## src/rtl/core/bprs_pkg.sv

```systemverilog
// Shared constants, register codes and cell control type of the byte pattern replacer.
package bprs_pkg;

  // Longest pattern the window can hold, and bytes carried by the pattern registers.
  localparam int MAX_PATTERN_BYTES = 8;
  localparam int REG_BYTES         = 8;
  localparam int MAX_LEN = (MAX_PATTERN_BYTES < REG_BYTES) ? MAX_PATTERN_BYTES : REG_BYTES;

  // Field and register widths.
  localparam int BYTE_W     = 8;
  localparam int COUNT_W    = 32;
  localparam int REG_W      = 64;
  localparam int LEN_W      = 4;
  localparam int CFG_IDX_W  = 2;
  localparam int OUT_DATA_W = BYTE_W + COUNT_W;

  // Window occupancy, cooldown and effective length share this width.
  localparam int NUM_CELLS = MAX_PATTERN_BYTES;
  localparam int FILL_W    = $clog2(MAX_PATTERN_BYTES + 1);

  // Configuration register indexes.
  typedef enum logic [CFG_IDX_W-1:0] {
    REG_PATTERN = 2'd0,
    REG_REPLACE = 2'd1,
    REG_LENGTH  = 2'd2
  } cfg_reg_t;

  // Per-cell control from the window controller.
  typedef struct packed {
    logic step;     // the window advances this cycle
    logic load;     // the incoming byte lands in this cell
    logic in_use;   // this cell lies inside the active pattern length
    logic replace;  // the window matched and takes the replacement
    logic shift;    // the oldest byte leaves, every cell takes its neighbor's byte
  } cell_ctrl_t;

endpackage

```

## src/rtl/core/bprs_cell.sv

```systemverilog
// One window cell: holds a byte, compares it with its pattern byte and hands it to its neighbor.
module bprs_cell (
  input  logic                       clk,
  input  bprs_pkg::cell_ctrl_t       ctrl,
  input  logic [bprs_pkg::BYTE_W-1:0] in_byte,
  input  logic [bprs_pkg::BYTE_W-1:0] pat_byte,
  input  logic [bprs_pkg::BYTE_W-1:0] rep_byte,
  input  logic [bprs_pkg::BYTE_W-1:0] from_next,
  output logic [bprs_pkg::BYTE_W-1:0] post_byte,
  output logic                       match_ok
);
  import bprs_pkg::*;

  logic [BYTE_W-1:0] stored;
  logic [BYTE_W-1:0] win_byte;

  // Window content after the incoming byte is appended.
  assign win_byte = ctrl.load ? in_byte : stored;

  // Cells beyond the pattern length never block a match.
  assign match_ok = !ctrl.in_use || (win_byte == pat_byte);

  // Content after a possible replacement; this is what moves toward the output.
  assign post_byte = (ctrl.replace && ctrl.in_use) ? rep_byte : win_byte;

  // Hold or shift toward the oldest end.
  always_ff @(posedge clk) begin
    if (ctrl.step) begin
      stored <= ctrl.shift ? from_next : post_byte;
    end
  end

endmodule

```

## src/rtl/core/byte_pattern_replace_stream.sv

```systemverilog
// Top level of the streaming byte pattern replacer: configuration, cell chain and control.
//
// Usage: bytes enter on the s_ side (tdata = byte, tlast = end of buffer) and leave on
// the m_ side in the same order, each either unchanged or overwritten by the replacement
// when it belongs to a leftmost, non-overlapping occurrence of the pattern. The item that
// carries m_tlast also carries the replacement count of the buffer in m_tdata[39:8]; that
// field is zero on every other item. Pattern, replacement and length are written through
// the cfg_ channel (index 0, 1, 2); the user writes them only while the stream is idle
// (the block does not enforce this), and cfg_ready is always high. With pattern length
// L > 0 a byte enters the output register with the item that makes the window hold L
// bytes, i.e. L-1 items after it arrived; with L = 0 it enters with its own item. While
// s_tready is high one item is taken per cycle; all cells do the window compare in
// parallel in the same cycle as the append. An item that closes a buffer, or the first
// item after the length was shortened, releases its pending bytes one by one with
// s_tready low. The output register may hold one item while the next item is taken;
// when the receiver stalls with that register full, s_tready drops in the same cycle.
// A synchronous reset zeroes config and control state, empties the window and drops m_tvalid.
module byte_pattern_replace_stream (
  input  logic                           clk,
  input  logic                           rst,
  input  logic                           s_tvalid,
  output logic                           s_tready,
  input  logic [bprs_pkg::BYTE_W-1:0]     s_tdata,    // [7:0] in_byte
  input  logic                           s_tlast,    // in_last
  output logic                           m_tvalid,
  input  logic                           m_tready,
  output logic [bprs_pkg::OUT_DATA_W-1:0] m_tdata,    // [7:0] out_byte, [39:8] replaced_total
  output logic                           m_tlast,    // out_last
  input  logic                           cfg_valid,
  output logic                           cfg_ready,
  input  logic [bprs_pkg::CFG_IDX_W-1:0]  cfg_index,
  input  logic [bprs_pkg::REG_W-1:0]      cfg_data
);
  import bprs_pkg::*;

  // Configuration registers.
  logic [REG_W-1:0] pattern_bytes;
  logic [REG_W-1:0] replacement_bytes;
  logic [LEN_W-1:0] pattern_length;

  // Window control state.
  logic              busy;
  logic              hold_last;
  logic [FILL_W-1:0] fill;
  logic [FILL_W-1:0] cooldown;
  logic [COUNT_W-1:0] match_count;

  // Output register.
  logic [BYTE_W-1:0]  out_byte;
  logic [COUNT_W-1:0] out_total;

  // Control signals of the current cycle.
  logic              can_emit;
  logic              step;
  logic              cur_last;
  logic [FILL_W-1:0] len;
  logic [FILL_W-1:0] wfill;
  logic [FILL_W-1:0] fill_after;
  logic [FILL_W-1:0] cd_lim;
  logic [FILL_W-1:0] cooldown_next;
  logic [COUNT_W-1:0] count_next;
  logic              cmp_slot;
  logic              hit;
  logic              pop;
  logic              done;
  logic              fin;

  // Cell chain wiring.
  cell_ctrl_t              ctrl [NUM_CELLS];
  logic [BYTE_W-1:0]       chain_byte [NUM_CELLS+1];
  logic [NUM_CELLS-1:0]    match_ok;

  // Configuration writes.
  assign cfg_ready = 1'b1;

  always_ff @(posedge clk) begin
    if (rst) begin
      pattern_bytes     <= '0;
      replacement_bytes <= '0;
      pattern_length    <= '0;
    end else if (cfg_valid && cfg_ready) begin
      unique case (cfg_reg_t'(cfg_index))
        REG_PATTERN: pattern_bytes     <= cfg_data;
        REG_REPLACE: replacement_bytes <= cfg_data;
        REG_LENGTH:  pattern_length    <= cfg_data[LEN_W-1:0];
        default: ;
      endcase
    end
  end

  // Effective pattern length, saturated at what the window and registers hold.
  assign len = (pattern_length > LEN_W'(MAX_LEN)) ? FILL_W'(MAX_LEN) : FILL_W'(pattern_length);

  // Handshake: the window advances when the output register can take a byte.
  assign can_emit = !m_tvalid || m_tready;
  assign s_tready = !busy && can_emit;
  assign step     = can_emit && (busy || s_tvalid);
  assign cur_last = busy ? hold_last : s_tlast;

  // Window decisions for this cycle.
  always_comb begin
    wfill    = busy ? fill : fill + FILL_W'(1);
    cd_lim   = (cooldown > len - FILL_W'(1)) ? len - FILL_W'(1) : cooldown;
    cmp_slot = (len != '0) && (wfill == len);
    hit      = cmp_slot && (cd_lim == '0) && (&match_ok);
    pop      = cmp_slot ||
               ((wfill != '0) && ((len == '0) || (wfill > len) || (cur_last && (wfill < len))));
    fill_after = pop ? wfill - FILL_W'(1) : wfill;
    done     = cur_last ? (fill_after == '0) : ((fill_after < len) || (fill_after == '0));
    fin      = pop && cur_last && (fill_after == '0);
    count_next = (hit && (match_count != '1)) ? match_count + COUNT_W'(1) : match_count;
    if (len == '0) begin
      cooldown_next = '0;
    end else if (cmp_slot) begin
      if (hit) begin
        cooldown_next = len - FILL_W'(1);
      end else if (cd_lim != '0) begin
        cooldown_next = cd_lim - FILL_W'(1);
      end else begin
        cooldown_next = '0;
      end
    end else begin
      cooldown_next = cooldown;
    end
  end

  // Window control registers.
  always_ff @(posedge clk) begin
    if (rst) begin
      busy        <= 1'b0;
      hold_last   <= 1'b0;
      fill        <= '0;
      cooldown    <= '0;
      match_count <= '0;
    end else if (step) begin
      fill <= fill_after;
      busy <= !done;
      if (!busy) begin
        hold_last <= s_tlast;
      end
      if (done && cur_last) begin
        cooldown    <= '0;
        match_count <= '0;
      end else begin
        cooldown    <= cooldown_next;
        match_count <= count_next;
      end
    end
  end

  // Row of window cells, oldest byte in cell zero.
  assign chain_byte[NUM_CELLS] = '0;

  for (genvar g = 0; g < NUM_CELLS; g++) begin : g_cell
    assign ctrl[g] = '{step:    step,
                       load:    !busy && (fill == FILL_W'(g)),
                       in_use:  FILL_W'(g) < len,
                       replace: hit,
                       shift:   pop};

    bprs_cell u_cell (
      .clk       (clk),
      .ctrl      (ctrl[g]),
      .in_byte   (s_tdata),
      .pat_byte  (pattern_bytes[BYTE_W*(g % REG_BYTES) +: BYTE_W]),
      .rep_byte  (replacement_bytes[BYTE_W*(g % REG_BYTES) +: BYTE_W]),
      .from_next (chain_byte[g+1]),
      .post_byte (chain_byte[g]),
      .match_ok  (match_ok[g])
    );
  end

  // Output register valid flag.
  always_ff @(posedge clk) begin
    if (rst) begin
      m_tvalid <= 1'b0;
    end else if (step && pop) begin
      m_tvalid <= 1'b1;
    end else if (m_tready) begin
      m_tvalid <= 1'b0;
    end
  end

  // Output register payload: the oldest byte, with the count on the final item.
  always_ff @(posedge clk) begin
    if (step && pop) begin
      out_byte  <= chain_byte[0];
      m_tlast   <= fin;
      out_total <= fin ? count_next : '0;
    end
  end

  assign m_tdata = {out_total, out_byte};

endmodule

```

## config.mk

```make
export PLATFORM = sky130hd
export DESIGN_NAME = byte_pattern_replace_stream
export DESIGN_NICKNAME = d
export VERILOG_FILES = /design/src/rtl/core/bprs_pkg.sv /design/src/rtl/core/bprs_cell.sv /design/src/rtl/core/byte_pattern_replace_stream.sv
export SDC_FILE = /design/constraint.sdc
export NUM_CORES = 1
export LEC_CHECK = 0
export ABC_AREA = 1
export BUFFER_PORTS_ARGS = -buffer_cell sky130_fd_sc_hd__clkbuf_2
export CAP_MARGIN = 20
export CORE_UTILIZATION = 50
export CTS_BUF_LIST = sky130_fd_sc_hd__clkbuf_2 sky130_fd_sc_hd__clkbuf_4 sky130_fd_sc_hd__clkbuf_8
export CTS_CLUSTER_SIZE = 14
export DETAILED_ROUTE_END_ITERATION = 6
export PLACE_DENSITY = 0.74
export SETUP_SLACK_MARGIN = 0.05
export SYNTH_ARGS = -nofsm -noshare
export SYNTH_HDL_FRONTEND = slang
export SYNTH_SLANG_ARGS = --single-unit
```

## constraint.sdc

```tcl
create_clock -name clk -period 6.1 [get_ports clk]
set_input_delay 0.305 -clock clk [delete_from_list [all_inputs] [get_ports clk]]
set_output_delay 0.305 -clock clk [all_outputs]
set_load 0.01 [all_outputs]
```

==> results.toml, run 1 <==
[clock_tree]
cts_made_buffers = 49
clk_pin_slew_ps = 70
cts-root-buf = "clkbuf_8"
worstSkewPairLatency_ps = 580
h-tree-depth = 2
cts_resized = 0
holdBufCountCts = 12
cts_tree = "built"
post_cts_buffers = 0
clk_path_buf_depth = 3
clock-sinks = 280

[finish]
seqCellArea_mm2 = 0.00666
nFillCells = 2944
drive_gt1_frac = 0.119
fin_area_mm2 = 0.0178
multi_input_area_mm2 = 0.00774
fin_cells = 2829
area_delta_synth_final_pct = 12.1
fin_util = 0.577
final_nets = 2493

[floorplan]
placementRows = 64
start_util = 0.515
die_area_mm2 = 0.0325
die_h_um = 180
coreArea_mm2 = 0.0309
fp.dieW_um = 180
pin_count = 124

[synth]
synth_top_area_frac = 0.220
ys_types = 44
ys.flop_type = "dfxtp_1"
avgSynthCellArea_um2 = 6.94
ys_ff_latch = 280
yosys_warnings = 0
yosys.area.top_type = "dfxtp_1"
synthTopCellsByCount = "nand2_1 (718), inv_1 (266), nand3_1 (251)"
synth_nets = 2391
async_flop_share = 0
synth_edf_count = 105
synth_area_mm2 = 0.0159
ys_seq_area_frac = 0.418
synthCells = 2291
synth_area_leaders = "dfxtp_1 (22%), edfxtp_1 (20%), nand2_1 (17%), nand3_1 (7.9%), inv_1 (6.3%)"
yosysMostFrequentCell = "nand2_1"

[worst_setup_path]
worstSetupPathType = "register to register"
rrSetupSlack_ps = 1290
arrival_ps = 5140
reg2reg_to = "g_cell[3].u_cell.stored[0]$_DFFE_PP_"
required_ps = 6430
end_kind = "register"
worstPathMaxFanout = 20
reg2reg_depth = 20
r2r_start = "pattern_length[0]$_SDFFE_PP0P_"
startpoint_type = "register"

[route]
vias = 15500
routed_wl_um = 46100
ant_nets = 0
drt_first_pass_iters = 6
dr.first_iter.drc_count = 1466
wl_per_cell_um = 16.3
drc = 0
via_per_inst = 5.47

[sta]
fmax_mhz = 208
period_share = 0.788
fin_tns_setup_ps = 0
finClkSkew_ps = 26.1
tightest_slew_ps = 1200
slew_headroom = 0.200
setup_viol = 0
slew_viol_final = 0
rsz0062_at_grt = "no"
post-route-worst-setup-slack_ps = 1290
period_needed_ps = 4810
whs_ps = 22.6
finalHoldViolCount = 0

[worst_hold_path]
min_from = "cfg_data[38]"
holdPathStages = 3
holdPathEnd = "replacement_bytes[38]$_SDFFE_PP0P_"
hold_path.class = "primary input to register"

[global_routing]
track_usage = 0.283
grt_busiest_layer = "met2"
grt_pass1_wl_um = 74600
grt_pass1_vias = 14600
antenna_found_initial = 1
grt_use_met3 = 0.0447
use_met2 = 0.459
grtUsageMet1 = 0.379
overflow = 0
grt_max_degree = 95

[power_and_ir_drop]
pwr-share-comb = 0.443
switchingPower_mw = 3.49
power_density_mw_per_mm2 = 457
swShare = 0.428
leakagePower_nw = 8.26
power_mw = 8.16
pwr-share-seq = 0.337
internal-power_mw = 4.67
clkPwrFrac = 0.220
ir_drop_v = 0.000282

[placed_design]
post-place-cells = 2724
placed_area_mm2 = 0.0167
dpl_worst_slack_ps = 1400
placement.io_buffers = 122
hpwlAfterDp_um = 32000
gp_congestion = 0.948

[job]
max-cap-violations = 0

[outcome]
outcome = "finished clean"
## cell type report
cell class                 instances  share of cell area
inverter                         280              0.0592
clock inverter                    18             0.00667
sequential                       280               0.373
antenna                            1            0.000140
clock buffer                      72              0.0507
timing repair buffer             148              0.0480
tap                              396              0.0278
multi-input combinational       1634               0.434
## layout by cell type, fill, tap and decap left out, types with 20 or more instances in the layout
cell type / synthesis / routed
nand2_1: 718 / 717
inv_1: 266 / 264
nand3_1: 251 / 249
dfxtp_1: 175 / 175
a21oi_1: 170 / 170
o21ai_0: 157 / 157
nor2_1: 149 / 148
clkbuf_2: 0 / 122
edfxtp_1: 105 / 105
clkbuf_8: 0 / 58
ha_1: 20 / 20
## logic make-up after synthesis
group,synth area share
buffers and inverters,0.0971
AOI/OAI and AO/OA,0.116
DFF,0.418
other,0.000236
and+or+nand+nor,0.335
adders and majority gates,0.0157
xor gates and xnor gates,0.0176
## layer usage
metal  up-vias  wire [um]
met5         -          0
met1      7034      19800
met2       676      20800
met3       123       3830
met4         0       1640
li1       7647          -
## power groups by stage
stage	registers [mW]	clock network [mW]	logic, mW
after floorplan	2.81	0	2.59
after global placement	2.77	0	3.42
after detailed placement	2.79	0	3.50
after CTS	2.75	1.83	3.52
after global routing	2.79	1.91	4.05
final	2.75	1.80	3.61
## flip-flops by register name, summed over array words and instances (netlist names)
name,flops
pattern_bytes,64
out_byte,8
m_tvalid,1
hold_last,1
fill,4
replacement_bytes,64
g_cell.u_cell.stored,64
match_count,32
busy,1
cooldown,4
out_total,32
pattern_length,4
m_tlast,1
## how the worst max path moves through the flow
stage | startpoint | to | slack, ps | cells after the start
2_1_floorplan | fill[0]$_SDFFE_PP0P_ | m_tlast$_DFFE_PP_ | 2010 | 13
3_3_place_gp | pattern_length[0]$_SDFFE_PP0P_ | g_cell[3].u_cell.stored[7]$_DFFE_PP_ | 1510 | 20
3_5_place_dp | pattern_length[0]$_SDFFE_PP0P_ | g_cell[3].u_cell.stored[7]$_DFFE_PP_ | 1400 | 20
4_1_cts | pattern_length[0]$_SDFFE_PP0P_ | g_cell[3].u_cell.stored[7]$_DFFE_PP_ | 1380 | 20
5_1_grt | pattern_length[0]$_SDFFE_PP0P_ | g_cell[3].u_cell.stored[7]$_DFFE_PP_ | 960 | 20
6_report | pattern_length[0]$_SDFFE_PP0P_ | g_cell[3].u_cell.stored[0]$_DFFE_PP_ | 1290 | 20
## worst max-delay path: stages (launching register included)
cell,delay (ps)
dfxtp_1,350
inv_1,80
nor2_1,240
inv_1,160
ha_1,370
ha_1,320
a21oi_1,70
o21ai_0,170
nand2_1,180
o21ai_0,480
ha_1,250
nand3_1,170
nand3b_2,330
nor2_8,160
nand2_2,400
inv_4,220
nand2_4,130
clkinv_2,170
nand2_1,90
nand3_1,130
nand2_1,80
Note: power is estimated with default switching activity, not from simulation.
==> run 2, diff against run 1 <==
PLACE_DENSITY = 0.77   (was 0.74)
clock period = 3.9 ns   (was 6.1 ns; I/O delays follow)
==> run 2 against run 1 <==
The flow now finishes with violations (design-rule violations). Clock skew fell by 9.5 ps. Clock power up 48%. Non-clock buffer count grew 73. Fmax is 35% higher. First-iteration DRC count decreased by 11%. Die area stayed put. Worst setup slack worse by 970 ps. Critical path depth is 1 lower. Sequential power rose by 56%. Via count up 2.1%. Critical path type unchanged. Critical endpoint is now g_cell[0].u_cell.stored[7]$_DFFE_PP_.
==> results.toml, run 2 (synthesized netlist as in run 1, its figures left out) <==
[placed_design]
placement.io_buffers = 122
placed_area_mm2 = 0.0168
hpwlAfterDp_um = 32600
gp_congestion = 0.965

[floorplan]
coreArea_mm2 = 0.0309
fp.dieW_um = 180
start_util = 0.515
die_area_mm2 = 0.0325
placementRows = 64
pin_count = 124
die_h_um = 180

[worst_setup_path]
cpMostUsedCell = "nand2_1"
reg2reg_depth = 19
end_kind = "register"
worstPathMaxFanout = 11
worstSetupStartpoint = "fill[1]$_SDFFE_PP0P_"
startpoint_type = "register"
cp_slowest_cell = "or2_2"
reg2reg_to = "g_cell[0].u_cell.stored[7]$_DFFE_PP_"
cp_num_buf_inv = 2
path_delay_family = "simple AND/OR/NAND/NOR gates"
arrival_ps = 3890
slowest_delay_ps = 370
rrSetupSlack_ps = 330
required_ps = 4220
worstSetupPathType = "register to register"
r2r_start = "fill[1]$_SDFFE_PP0P_"
crit_path_cell_trace = "ha_1 -> inv_1 -> nor2_1 -> buf_4 -> nand2_1 -> nand2_1 -> nand2_1 -> nand2_1 -> nand2_1 -> nand2_1 -> nor2_1 -> nand2_1 -> nand2_1 -> nand2_1 -> nor2_4 -> nand3_2 -> or2_2 -> o211ai_1 -> nand2_1"

[route]
via_per_inst = 5.45
wl_met2_um = 21100
dr.first_iter.drc_count = 1303
dr_wl_met3_um = 4200
routed_wl_um = 46500
drt_first_pass_iters = 7
wl_per_cell_um = 16.0
vias = 15800
met1Wirelength_um = 19400
top_layer_used = "met4"
drc = 2
ant_nets = 0

[power_and_ir_drop]
power_mw = 12.8
leakagePower_nw = 8.55
ir_drop_v = 0.000510
power_density_mw_per_mm2 = 689

[finish]
nFillCells = 2824
layout_commonest_cell = "nand2_1"
drive_gt1_frac = 0.126
diodes = 0
reg.largest.list = "g_cell.u_cell.stored: 64 flops, pattern_bytes: 64 flops, replacement_bytes: 64 flops"
area_delta_synth_final_pct = 16.6
final_nets = 2565
layout_common_cells = "nand2_1 (716), inv_1 (264), nand3_1 (249)"
fin_area_mm2 = 0.0185

[global_routing]
track_usage = 0.284
overflow = 0
grt_max_degree = 86
antenna_found_initial = 0
grt_pass1_vias = 14800
grt_pass1_wl_um = 74900

[worst_hold_path]
hold_path.class = "primary input to register"
holdPathEnd = "replacement_bytes[51]$_SDFFE_PP0P_"
min_from = "cfg_index[0]"
holdPathStages = 3

[clock_tree]
h-tree-depth = 2
worstSkewPairLatency_ps = 570
cts-root-buf = "clkbuf_8"
clk_pin_slew_ps = 70
cts_tree = "built"
cts_made_buffers = 48
clk_path_buf_depth = 3
clock-sinks = 280

[sta]
slew_headroom = 0.336
finClkSkew_ps = 16.6
finalHoldViolCount = 0
rsz0062_at_grt = "no"
setup_viol = 0
fmax_mhz = 280
slew_viol_final = 0
fin_tns_setup_ps = 0
period_share = 0.916
period_needed_ps = 3570
tightest_slew_ps = 995

[job]
max-cap-violations = 0

[outcome]
violations = "design-rule violations"
outcome = "finished with violations"
==> run 2: cell count changes in the layout (fill, tap and decap cells not counted), moves of 3 or more <==
cell / delta
buf_4: +17
clkbuf_4: +5
clkbuf_8: -4
clkinv_2: -5
dlygate4sd3_1: +53
o21ai_0: -3
==> run 2: layout make-up <==
class                      count  area [um^2]  area share
clock buffer                  73          886      0.0478
inverter                     280         1070      0.0576
timing repair buffer         221         1560      0.0842
clock inverter                16         77.6     0.00418
sequential                   280         6660       0.359
multi-input combinational   1634         7800       0.421
tap                          396          495      0.0267
==> run 2: worst max-delay path by stage <==
stage               cells past startpoint                                    to
floorplan                              21  g_cell[1].u_cell.stored[3]$_DFFE_PP_
global placement                       21  g_cell[4].u_cell.stored[7]$_DFFE_PP_
detailed placement                     22  g_cell[4].u_cell.stored[7]$_DFFE_PP_
CTS                                    22  g_cell[1].u_cell.stored[3]$_DFFE_PP_
global route                           22  g_cell[1].u_cell.stored[7]$_DFFE_PP_
finish                                 19  g_cell[0].u_cell.stored[7]$_DFFE_PP_
==> run 2: timing repair <==
| item | CTS | global route |
|---|---|---|
| setup endpoints to repair | 2 | 138 |
| gates cloned | 0 | 0 |
| hold buffers | 65 | 0 |
| endpoints found under the hold margin | 131 | 0 |
| buffers inserted | 0 | 1 |
| resized for setup | 1 | 24 |
| pin swaps | 0 | 2 |
==> run 2: report_power, final <==
group / leakage [nW] / switching (mW) / internal [mW]
Sequential: 2.49 / 0.250 / 4.03
Clock: 0.508 / 1.22 / 1.45
Combinational: 5.56 / 3.99 / 1.85
==> run 2: worst reg2reg max path, stage by stage (launching register included) <==
cell      delay [ps]
dfxtp_1          360
ha_1             220
inv_1             50
nor2_1            30
buf_4            200
nand2_1          340
nand2_1          130
nand2_1          170
nand2_1           70
nand2_1           50
nand2_1           50
nor2_1           150
nand2_1          150
nand2_1          140
nand2_1          100
nor2_4           210
nand3_2          260
or2_2            370
o211ai_1         150
nand2_1           90
==> run 2: per-stage QoR <==
stage / cells / hold WS (ps) / util / worst slack, ps
2_1_floorplan: 2291 / 362 / - / 267
3_3_place_gp: 2745 / 438 / 0.545 / 189
3_5_place_dp: 2745 / 442 / 0.545 / 61.0
4_1_cts: 2899 / 136 / 0.597 / 60.0
5_1_grt: 2900 / 194 / 0.600 / 56.7
6_report: 2900 / 164 / 0.600 / 328
==> run 2: layer usage <==
layer,track usage,vias to the layer above
met1,0.373,7218
met5,0,-
met4,0.123,0
li1,-,7796
met3,0.0517,116
met2,0.460,674
==> run 3, diff against run 2 <==
CELL_PAD_IN_SITES_DETAIL_PLACEMENT = 1   (was unset)
CELL_PAD_IN_SITES_GLOBAL_PLACEMENT = 1   (was unset)
CORE_ASPECT_RATIO = 0.8   (was unset)
CORE_UTILIZATION = 41   (was 50)
PLACE_DENSITY = 0.85   (was 0.77)
==> run 3 against run 2 <==
The run now ends clean. Non-clock buffer count unchanged. Combinational power up 7.4%. Clock-buffer cell count up 13. Final cell count up 3.6%. Core utilization down 11 points. Sequential cell count unchanged. Sequential power up 1%. Final area up 1.8%. Clock skew up 12 ps. Critical path depth unchanged. Clock power up 13%. Total power up 6.5%. Critical path type unchanged. Critical endpoint is now g_cell[0].u_cell.stored[1]$_DFFE_PP_.
==> results.toml, run 3 (synthesized netlist as in run 1, its figures left out) <==
[route]
vias = 16500
via_per_inst = 5.48
routed_wl_um = 58700
drt_first_pass_iters = 5
dr.first_iter.drc_count = 1248
ant_nets = 0
wl_per_cell_um = 19.5
top_layer_used = "met4"
wl_met2_um = 27200
dr_wl_met3_um = 3990
met1Wirelength_um = 25700
drc = 0

[power_and_ir_drop]
ir_drop_v = 0.000370
power_density_mw_per_mm2 = 721
leakagePower_nw = 8.68

[clock_tree]
cts_made_buffers = 50
clock-sinks = 280
cts_tree = "built"
clk_path_buf_depth = 3
cts-root-buf = "clkbuf_8"
h-tree-depth = 2
worstSkewPairLatency_ps = 610
clk_pin_slew_ps = 60

[worst_setup_path]
end_kind = "register"
worstPathMaxFanout = 10
arrival_ps = 4060
startpoint_type = "register"
required_ps = 4240
worstSetupPathType = "register to register"

[placed_design]
hpwlAfterDp_um = 40500
placement.io_buffers = 122
gp_congestion = 0.972
post-place-cells = 2844
placed_area_mm2 = 0.0170

[global_routing]
track_usage = 0.293
antenna_found_initial = 0
grt_pass1_wl_um = 90700
grt_pass1_vias = 16600
overflow = 0
grt_max_degree = 105

[sta]
period_needed_ps = 3730
setup_viol = 0
tightest_slew_ps = 1070
slew_headroom = 0.288
rsz0062_at_grt = "yes"
period_share = 0.956
fmax_mhz = 268
finalHoldViolCount = 0
slew_viol_final = 0
finClkSkew_ps = 28.7
fin_tns_setup_ps = 0

[finish]
fin_cells = 3005
area_delta_synth_final_pct = 18.7
drive_gt1_frac = 0.131
fin_area_mm2 = 0.0189
reg.largest.list = "g_cell.u_cell.stored: 64 flops, pattern_bytes: 64 flops, replacement_bytes: 64 flops"
layout_common_cells = "nand2_1 (714), inv_1 (264), nand3_1 (249)"
final_nets = 2569
diodes = 0
layout_commonest_cell = "nand2_1"

[floorplan]
die_h_um = 178
start_util = 0.416
coreArea_mm2 = 0.0382
fp.dieW_um = 222
placementRows = 64
die_area_mm2 = 0.0396
pin_count = 124

[job]
max-cap-violations = 0

[worst_hold_path]
hold_path.class = "primary input to register"

[outcome]
outcome = "finished clean"
==> run 3: cell count changes in the layout (fill, tap and decap cells not counted), sizes merged <==
cell	before	now
inv	279	275
nand4	12	13
clkinvlp	3	2
clkinv	14	11
clkbuf	195	208
==> run 3: final timing paths <==
kind,startpoint,endpoint,slack [ps],cells after the start
worst min register to register,hold_last$_SDFFE_PP0P_,hold_last$_SDFFE_PP0P_,450,2
worst min-delay path,cfg_index[1],pattern_length[2]$_SDFFE_PP0P_,190,3
worst max-delay path,pattern_length[0]$_SDFFE_PP0P_,g_cell[0].u_cell.stored[1]$_DFFE_PP_,170,19
worst max register to register,pattern_length[0]$_SDFFE_PP0P_,g_cell[0].u_cell.stored[1]$_DFFE_PP_,170,19
==> run 3: metal layers <==
| layer | up-vias | GRT usage |
|---|---|---|
| met5 | - | 0 |
| met4 | 0 | 0.0923 |
| met3 | 130 | 0.0501 |
| met2 | 535 | 0.492 |
| met1 | 8005 | 0.385 |
| li1 | 7808 | - |
==> run 3: repair_timing <==
item                       CTS  global route
gates resized for setup      7            22
hold endpoints to repair   130             0
cloned                       0             2
pin swaps                    0             2
setup endpoints to repair   60           139
buffers inserted             0             1
hold buffers                65             0
==> run 3: area by class of cell <==
cell class	count	area [um^2]
Clock buffer	86	1050
Inverter	280	1070
Timing Repair Buffer	221	1620
Tap cell	495	619
Multi-Input combinational cell	1635	7820
Timing Repair inverter	1	5.00
Sequential cell	280	6660
Fill cell	4866	19300
Clock inverter	7	40.0
==> run 3: power by group <==
part	switching, mW	internal [mW]	total, mW
combinational	4.33	1.94	6.26
clock	1.33	1.69	3.02
sequential	0.307	4.03	4.34
==> run 3: through the flow <==
| step | util | setup slack [ps] | total power [mW] | hold WS (ps) |
|---|---|---|---|---|
| floorplan | - | 267 | 8.44 | 362 |
| global placement | 0.446 | 90.2 | 10.1 | 437 |
| detailed placement | 0.446 | -155 | 10.4 | 447 |
| CTS | 0.492 | 56.6 | 13.5 | 148 |
| global route | 0.494 | -8.94 | 14.5 | 197 |
| finish | 0.494 | 173 | 13.6 | 186 |
==> run 3: critical path, stage by stage, from the launching register on <==
cell,delay [ps]
dfxtp_1,360
inv_1,100
nor2_1,140
inv_1,80
ha_1,330
ha_1,310
a21oi_1,160
o21ai_1,90
nand2_2,180
nand2_1,100
o21ai_2,80
ha_1,200
nand3_1,120
nand3b_4,220
nor2_8,110
buf_4,170
nand3_4,150
or2_2,330
o211ai_1,160
nand2_1,80
